File: src/rtl/cfwl_pkg.sv
`timescale 1ns / 1ps
`default_nettype none
// ----------------------------------------------------------------------------
// cfwl_pkg
// Shared constants for the circular FIFO with listing: word width, default
// depth, operation codes and result status codes.
// ----------------------------------------------------------------------------
package cfwl_pkg;

    localparam int WORD_W        = 32;
    localparam int DEPTH_DEFAULT = 8;

    localparam logic [1:0] FN_INSERT = 2'd0;
    localparam logic [1:0] FN_REMOVE = 2'd1;
    localparam logic [1:0] FN_LIST   = 2'd2;

    localparam logic [2:0] ST_INSERTED  = 3'd0;
    localparam logic [2:0] ST_OVERFLOW  = 3'd1;
    localparam logic [2:0] ST_REMOVED   = 3'd2;
    localparam logic [2:0] ST_UNDERFLOW = 3'd3;
    localparam logic [2:0] ST_LISTED    = 3'd4;
    localparam logic [2:0] ST_EMPTY     = 3'd5;

endpackage

`default_nettype wire

File: src/rtl/cfwl_ram.sv
`timescale 1ns / 1ps
`default_nettype none
// ----------------------------------------------------------------------------
// cfwl_ram
// Generic simple dual-port RAM: one write port, one read port, read data
// registered.
// ----------------------------------------------------------------------------
module cfwl_ram #(
    parameter int WIDTH = 32,
    parameter int DEPTH = 8
) (
    input  wire logic                     clk,
    input  wire logic                     we,
    input  wire logic [$clog2(DEPTH)-1:0] waddr,
    input  wire logic [WIDTH-1:0]         wdata,
    input  wire logic [$clog2(DEPTH)-1:0] raddr,
    output logic      [WIDTH-1:0]         rdata
);

    logic [WIDTH-1:0] mem [DEPTH];

    always_ff @(posedge clk)
    begin
        if (we)
        begin
            mem[waddr] <= wdata;
        end
        rdata <= mem[raddr];
    end

endmodule

`default_nettype wire

File: src/rtl/circular_fifo_with_listing.sv
`timescale 1ns / 1ps
`default_nettype none
// ----------------------------------------------------------------------------
// circular_fifo_with_listing
// Circular FIFO of signed words held in one synchronous RAM, with insert,
// remove and list operations.
// ----------------------------------------------------------------------------
// Usage:
//   An item (func, value) is taken on a rising edge with start high and busy
//   low. Each result appears on status/data/last for one cycle with strobe
//   high; the receiver cannot stall, so results are never held back.
//   Insert, overflow, underflow, list-of-empty: result in the cycle after the
//   item is taken, busy stays low, so one item per cycle.
//   Remove: the result passes the registered storage RAM read and then the
//   output registers; busy high for one cycle, no new item taken while busy.
//   List of N entries: the RAM is walked one entry a cycle, with one result
//   per entry through the RAM read and output registers; busy stays high
//   for the walk and no new item is taken while busy. last marks the final
//   result of every item. func 3 gives no result and changes nothing.
//   Reset (rst_n low, asynchronous) empties the queue and returns both
//   pointers to zero; the RAM contents are not cleared.
// ----------------------------------------------------------------------------
module circular_fifo_with_listing #(
    parameter int DEPTH = cfwl_pkg::DEPTH_DEFAULT
) (
    input  wire logic                              clk,
    input  wire logic                              rst_n,
    input  wire logic                              start,
    output logic                                   busy,
    input  wire logic [1:0]                        func,
    input  wire logic signed [cfwl_pkg::WORD_W-1:0] value,
    output logic                                   strobe,
    output logic      [2:0]                        status,
    output logic signed [cfwl_pkg::WORD_W-1:0]     data,
    output logic                                   last
);

    localparam int PW = $clog2(DEPTH);
    localparam int WW = cfwl_pkg::WORD_W;

    localparam logic [1:0] S_IDLE   = 2'd0;
    localparam logic [1:0] S_REMOVE = 2'd1;
    localparam logic [1:0] S_LIST   = 2'd2;

    function automatic logic [PW-1:0] wrap_inc(input logic [PW-1:0] p);
        logic [PW-1:0] r;
        r = (p == PW'(DEPTH - 1)) ? '0 : p + 1'b1;
        return r;
    endfunction

    logic [1:0]    state_reg, state_next;
    logic [PW-1:0] head_reg, head_next;
    logic [PW-1:0] tail_reg, tail_next;
    logic          empty_reg, empty_next;
    logic [PW-1:0] lp_reg, lp_next;
    logic [PW-1:0] cnt_reg, cnt_next;

    logic          strobe_reg, strobe_next;
    logic [2:0]    status_reg, status_next;
    logic [WW-1:0] data_reg, data_next;
    logic          last_reg, last_next;

    logic          accept;
    logic          full;
    logic          list_fin;
    logic          ram_we;
    logic [PW-1:0] ram_waddr;
    logic [PW-1:0] ram_raddr;
    logic [WW-1:0] ram_rdata;

    assign accept   = start && (state_reg == S_IDLE);
    assign full     = !empty_reg && (wrap_inc(tail_reg) == head_reg);
    assign list_fin = (lp_reg == tail_reg) || (cnt_reg == PW'(DEPTH - 1));

    assign ram_raddr = (state_reg == S_LIST) ? wrap_inc(lp_reg) : head_reg;

    cfwl_ram #(
        .WIDTH (WW),
        .DEPTH (DEPTH)
    ) u_store (
        .clk   (clk),
        .we    (ram_we),
        .waddr (ram_waddr),
        .wdata (value),
        .raddr (ram_raddr),
        .rdata (ram_rdata)
    );

    always_comb
    begin
        state_next  = state_reg;
        head_next   = head_reg;
        tail_next   = tail_reg;
        empty_next  = empty_reg;
        lp_next     = lp_reg;
        cnt_next    = cnt_reg;
        strobe_next = 1'b0;
        status_next = status_reg;
        data_next   = '0;
        last_next   = 1'b1;
        ram_we      = 1'b0;
        ram_waddr   = empty_reg ? '0 : wrap_inc(tail_reg);

        case (state_reg)
            S_IDLE:
            begin
                if (start)
                begin
                    case (func)
                        cfwl_pkg::FN_INSERT:
                        begin
                            strobe_next = 1'b1;
                            if (full)
                            begin
                                status_next = cfwl_pkg::ST_OVERFLOW;
                            end
                            else
                            begin
                                status_next = cfwl_pkg::ST_INSERTED;
                                ram_we      = 1'b1;
                                tail_next   = ram_waddr;
                                if (empty_reg)
                                begin
                                    head_next = '0;
                                end
                                empty_next  = 1'b0;
                            end
                        end
                        cfwl_pkg::FN_REMOVE:
                        begin
                            if (empty_reg)
                            begin
                                strobe_next = 1'b1;
                                status_next = cfwl_pkg::ST_UNDERFLOW;
                            end
                            else
                            begin
                                state_next = S_REMOVE;
                                if (head_reg == tail_reg)
                                begin
                                    empty_next = 1'b1;
                                    head_next  = '0;
                                    tail_next  = '0;
                                end
                                else
                                begin
                                    head_next = wrap_inc(head_reg);
                                end
                            end
                        end
                        cfwl_pkg::FN_LIST:
                        begin
                            if (empty_reg)
                            begin
                                strobe_next = 1'b1;
                                status_next = cfwl_pkg::ST_EMPTY;
                            end
                            else
                            begin
                                state_next = S_LIST;
                                lp_next    = head_reg;
                                cnt_next   = '0;
                            end
                        end
                        default:
                        begin
                        end
                    endcase
                end
            end
            S_REMOVE:
            begin
                strobe_next = 1'b1;
                status_next = cfwl_pkg::ST_REMOVED;
                data_next   = ram_rdata;
                state_next  = S_IDLE;
            end
            S_LIST:
            begin
                strobe_next = 1'b1;
                status_next = cfwl_pkg::ST_LISTED;
                data_next   = ram_rdata;
                last_next   = list_fin;
                if (list_fin)
                begin
                    state_next = S_IDLE;
                end
                else
                begin
                    lp_next  = wrap_inc(lp_reg);
                    cnt_next = cnt_reg + 1'b1;
                end
            end
            default:
            begin
                state_next = S_IDLE;
            end
        endcase
    end

    always_ff @(posedge clk or negedge rst_n)
    begin
        if (!rst_n)
        begin
            state_reg  <= S_IDLE;
            head_reg   <= '0;
            tail_reg   <= '0;
            empty_reg  <= 1'b1;
            lp_reg     <= '0;
            cnt_reg    <= '0;
            strobe_reg <= 1'b0;
        end
        else
        begin
            state_reg  <= state_next;
            head_reg   <= head_next;
            tail_reg   <= tail_next;
            empty_reg  <= empty_next;
            lp_reg     <= lp_next;
            cnt_reg    <= cnt_next;
            strobe_reg <= strobe_next;
        end
    end

    always_ff @(posedge clk)
    begin
        status_reg <= status_next;
        data_reg   <= data_next;
        last_reg   <= last_next;
    end

    assign busy   = (state_reg != S_IDLE);
    assign strobe = strobe_reg;
    assign status = status_reg;
    assign data   = data_reg;
    assign last   = last_reg;

    // Assertions
    a_empty_ptrs: assert property (@(posedge clk) disable iff (!rst_n)
        empty_reg |-> (head_reg == '0) && (tail_reg == '0))
        else $error("empty queue with non-zero pointers");

    a_overflow: assert property (@(posedge clk) disable iff (!rst_n)
        (accept && (func == cfwl_pkg::FN_INSERT) && full)
        |=> strobe && (status == cfwl_pkg::ST_OVERFLOW) && $stable(tail_reg))
        else $error("insert on full queue not reported as overflow");

    a_remove_res: assert property (@(posedge clk) disable iff (!rst_n)
        (state_reg == S_REMOVE) |=> strobe && (status == cfwl_pkg::ST_REMOVED) && last)
        else $error("remove gave no removed result");

    a_list_res: assert property (@(posedge clk) disable iff (!rst_n)
        (state_reg == S_LIST) |=> strobe && (status == cfwl_pkg::ST_LISTED))
        else $error("list cycle gave no listed result");

    a_idle_after_last: assert property (@(posedge clk) disable iff (!rst_n)
        (strobe && last) |-> !busy)
        else $error("block still busy after final result");

endmodule

`default_nettype wire
File: config.mk
export PLATFORM = sky130hd
export DESIGN_NAME = circular_fifo_with_listing
export DESIGN_NICKNAME = d
export VERILOG_FILES = /design/src/rtl/cfwl_pkg.sv /design/src/rtl/cfwl_ram.sv /design/src/rtl/circular_fifo_with_listing.sv
export SDC_FILE = /design/constraint.sdc
export NUM_CORES = 1
export LEC_CHECK = 0
export ABC_AREA = 0
export BUFFER_PORTS_ARGS = -buffer_cell sky130_fd_sc_hd__buf_2
export CAP_MARGIN = 40
export CORE_UTILIZATION = 54
export DETAILED_ROUTE_END_ITERATION = 8
export HOLD_SLACK_MARGIN = 0.03
export PLACE_DENSITY = 0.77
export REMOVE_ABC_BUFFERS = 1
export SLEW_MARGIN = 30
export SYNTH_ARGS = -nofsm -noshare
export SYNTH_HDL_FRONTEND = slang
export SYNTH_SLANG_ARGS = --single-unit
export TNS_END_PERCENT = 20
File: constraint.sdc
create_clock -name clk -period 5.1 [get_ports clk]
set_clock_uncertainty 0.15 [all_clocks]
set_input_delay 0.51 -clock clk [delete_from_list [all_inputs] [get_ports clk]]
set_output_delay 0.51 -clock clk [all_outputs]
set_load 0.01 [all_outputs]
==> results.md <==
* Status: finished, final reports clean
* Category of cells accounting for the largest share of critical-path delay: adder cells
* Starting density of the core at approximately 55%
* Final global-route overflow total at 0
* Adder-cell share of the synthesized area at 1.591%
* Cell leakage power at between 5 and 6 nW
* Critical path buffer and inverter count at 1
* Worst rel slew slack at 49.52%
* Die W at between 150 and 200 um
* Largest voltage drop on the vdd net at ~510 uV
* Path length in cells of the critical path at 7
* Setup violation total in the final timing report at 0
* Netlist area before placement at roughly 13000 um2
* Synth Area in Simple Gates at around 3.5%
* Area growth from synthesis to layout at 15.92%
* Min Tclk post-route at roughly 3.3 ns
* Kind of end point of the critical path: flip-flop
* Post-Syn Instances at around 630
* Area occupied by multi-input gates at 2967 um2
* Critical Path Start Type: flip-flop
* Initial antenna violation count at 2
* Max reg flops at 256
* Data required time of the worst path at 5.16 ns
* Vert. Die Dim at between 150 and 200 um
* Main combinational cell family by area after synthesis: multiplexers
* Hold crit path type: input pin to flip-flop
* Cell taking the most area after synthesis: sky130_fd_sc_hd__edfxtp_1
* Synth Register Bits at 340
* Number of max-capacitance violations reported at 0
* Total power divided by cell area at 537.4 nW/um2
* Number of slew-limit violations in the final report at 0
* Finished layout cell area at 14590 um2
* Share of cells above drive strength 1 at between 30% and 40%
* Warnings from Yosys at 0
* TritonCTS clock tree: built
* Initial DRT Pass Iterations at 5
* HPWL reported at the end of detailed placement at ~14 mm
* Detailed-route via count at a little over 6k
* Critical path data arrival time at 3.37 ns
* Final WS setup at ~1.8 ns
* Cell variety after synth at 47
* Top area cells in the synthesized netlist: sky130_fd_sc_hd__edfxtp_1 62%, sky130_fd_sc_hd__mux4_2 11%, sky130_fd_sc_hd__dfxtp_1 10%
* CTS-repair resized insts at 0
* Crit path kind: flip-flop to flip-flop
* Main synth FF type: sky130_fd_sc_hd__edfxtp_1
* Pin slew with the least headroom to its limit at between 0.7 and 0.8 ns
* Share of the cycle needed by the critical path after routing at 65.02%
* Standard-cell rows at 55
* Number of DRC markers in iteration 0 at around 450
* Reg area at roughly 9500 um2
* Final RePlAce weighted congestion at 0.8784
* Syn_area_per_cell at about 20 um2
* Number of remaining DRC errors at 0
* Upper clock frequency limit at ~300 MHz
* Total number of H-tree levels at 2
* Standard cell with the maximum stage delay on the critical path: sky130_fd_sc_hd__a2111o_1
* Buffer depth of the longest clock path at 3
* Clock transition at the register clock pins on the worst setup and hold paths after CTS at roughly 0.060 ns
* Post-synth EDFFs at 259
* Sequential share of the synthesized area at about three quarters
* Place WS at about 1.8 ns
* Net count of the finished layout at 780
* Share of async-settable or async-resettable flops after synthesis at between 4 and 5%
* Largest fanout on the critical path at 20
* Layout filler cell count at 1506
* Wire length reported by the detailed router at about 23 mm
* Clock sink count at 340
* Cell-by-cell listing of the critical path: ha_1 > ha_1 > xor2_1 > nor3_1 > a2111o_1 > nor2_4 > buf_16
* Die Area at ~24000 um2
* Cells on Worst Hold Path at 1
* Average via count per standard cell at ~5.7
* Source-to-sink clock delay at the later pin of the worst-skew pair at 0.51 ns
* GR Util All Layers at 19.97%
* Clock buffer count from CTS at 35
* Number of hold violations in the final report at 0
* Wire length per cell at 21.50 um
* Slowest cell delay on critical path at ~0.57 ns
* Number of buffers inserted by port buffering at 74
* Core Area at 22780 um2
* Via count of the first global-routing pass at between 6k and 7k
* Area after DPL at approximately 13000 um2
* Global-route wire length before repair at 35.48 mm
* Cell repeated most along the worst path: sky130_fd_sc_hd__ha_1
* Compound-Gate Fraction of Synth Area at 2.118%
* Mux contribution to synthesized area at about 15%
* Maximum number of pins on one net before global-route repair at 66
* Number of cells on the worst reg-to-reg path at 7
* # IOs at 75
* Unrepaired setup endpoints after global routing: false
* Hold buffer count at cts at 1
* Share of the synthesized area in the top cell type at 61.81%
* # Post-CTS Setup Buffers at 0
* Final antenna-violating net count at 0
* Clock root buffer master: sky130_fd_sc_hd__clkbuf_16
* Area share of xor/xnor cells in the synthesized design at 0.5568%
## area by class of cell
cell class / instances / area share [%]
timing repair buffer: 90 / 4.152
tap: 313 / 2.685
clock buffer: 50 / 6.528
sequential: 340 / 64.99
antenna: 1 / 0.01716
clock inverter: 13 / 0.9007
inverter: 15 / 0.3860
multi-input combinational: 245 / 20.34
## per-stage QoR
stage	utilization, %	power, W	hold WS [ns]	std cells	setup TNS (ns)
final	64.04	0.007838	0.1155	1067	0
after global routing	64.04	0.008188	0.1035	1067	0
after CTS	64.03	0.007933	0.09419	1066	0
after detailed placement	59.23	0.005512	0.2691	1002	0
after global placement	58.62	0.005425	0.2632	997	0
after floorplan	-	0.004927	0.06441	600	-96.95
## worst reg2reg max path: stages, from the launching register on
cell and delay [ns]:
sky130_fd_sc_hd__dfrtp_1 0.48, sky130_fd_sc_hd__ha_1 0.25, sky130_fd_sc_hd__ha_1 0.47, sky130_fd_sc_hd__xor2_1 0.25, sky130_fd_sc_hd__nor3_1 0.12, sky130_fd_sc_hd__a2111o_1 0.57, sky130_fd_sc_hd__nor2_4 0.50, sky130_fd_sc_hd__buf_16 0.24
## placed cells by master (no fill, tap or decap), types with 7 or more instances in the layout
master,netlist,final
sky130_fd_sc_hd__a21oi_1,8,7
sky130_fd_sc_hd__and2_1,33,33
sky130_fd_sc_hd__buf_2,4,74
sky130_fd_sc_hd__buf_4,2,9
sky130_fd_sc_hd__clkbuf_1,13,13
sky130_fd_sc_hd__clkbuf_16,0,35
sky130_fd_sc_hd__dfrtp_1,15,15
sky130_fd_sc_hd__dfxtp_1,65,65
sky130_fd_sc_hd__edfxtp_1,259,259
sky130_fd_sc_hd__ha_1,16,16
sky130_fd_sc_hd__inv_1,15,15
sky130_fd_sc_hd__mux2_2,36,35
sky130_fd_sc_hd__mux4_2,64,64
sky130_fd_sc_hd__nand2_1,11,11
sky130_fd_sc_hd__nor2_1,12,8
## power by group
| part | internal [W] | switching (W) |
|---|---|---|
| Sequential | 0.00333 | 0.000138 |
| Clock | 0.00141 | 0.000997 |
| Combinational | 0.00100 | 0.000964 |
## final timing paths
| kind | startpoint | to | slack [ns] |
|---|---|---|---|
| min in group asynchronous | rst_n | strobe | 0.30 |
| worst min register to register | u_store.rdata[24] | data[24] | 0.28 |
| worst min-delay path | value[11] | u_store.mem[0][11] | 0.12 |
| worst max-delay path | tail_reg[0] | u_store.mem[5][30] | 1.78 |
| max in group asynchronous | rst_n | empty_reg | 4.19 |
| worst max register to register | tail_reg[0] | u_store.mem[5][30] | 1.78 |
## per-layer routing
layer,global-route usage (%),vias up,part of all wire [%]
li1,-,2685,-
met2,33.48,193,51
met3,3.530,45,4.9
met4,7.685,2,2.4
met1,26.27,3107,42
met5,0.4141,-,0.061
## synth_stat cells (2+ instances only)
master / n
sky130_fd_sc_hd__edfxtp_1: 259
sky130_fd_sc_hd__dfxtp_1: 65
sky130_fd_sc_hd__mux4_2: 64
sky130_fd_sc_hd__mux2_2: 36
sky130_fd_sc_hd__and2_1: 33
sky130_fd_sc_hd__ha_1: 16
sky130_fd_sc_hd__dfrtp_1: 15
sky130_fd_sc_hd__inv_1: 15
sky130_fd_sc_hd__clkbuf_1: 13
sky130_fd_sc_hd__nor2_1: 12
sky130_fd_sc_hd__nand2_1: 11
sky130_fd_sc_hd__a21oi_1: 8
sky130_fd_sc_hd__mux2i_1: 6
sky130_fd_sc_hd__nor3_1: 6
sky130_fd_sc_hd__buf_1: 5
sky130_fd_sc_hd__buf_6: 5
sky130_fd_sc_hd__xor2_1: 5
sky130_fd_sc_hd__buf_2: 4
sky130_fd_sc_hd__nand3_1: 4
sky130_fd_sc_hd__nor4_1: 4
sky130_fd_sc_hd__o31ai_1: 4
sky130_fd_sc_hd__o21ai_0: 3
sky130_fd_sc_hd__xnor2_1: 3
sky130_fd_sc_hd__a2111o_1: 2
sky130_fd_sc_hd__a21o_1: 2
sky130_fd_sc_hd__a221o_1: 2
sky130_fd_sc_hd__a32o_1: 2
sky130_fd_sc_hd__buf_4: 2
sky130_fd_sc_hd__nand3b_1: 2
sky130_fd_sc_hd__nand4b_1: 2
sky130_fd_sc_hd__o21ai_1: 2
sky130_fd_sc_hd__o22ai_1: 2
## cell families after synthesis
| logic type | count (synthesis) |
|---|---|
| buffers and inverters | 44 |
| adder cells (fa/ha/maj) | 16 |
| multiplexers | 106 |
| XOR/XNOR | 8 |
| AND/OR/NAND/NOR | 79 |
| flip-flops | 340 |
| AO/OA/AOI/OAI | 36 |
Power figures use the tool's default switching activity.
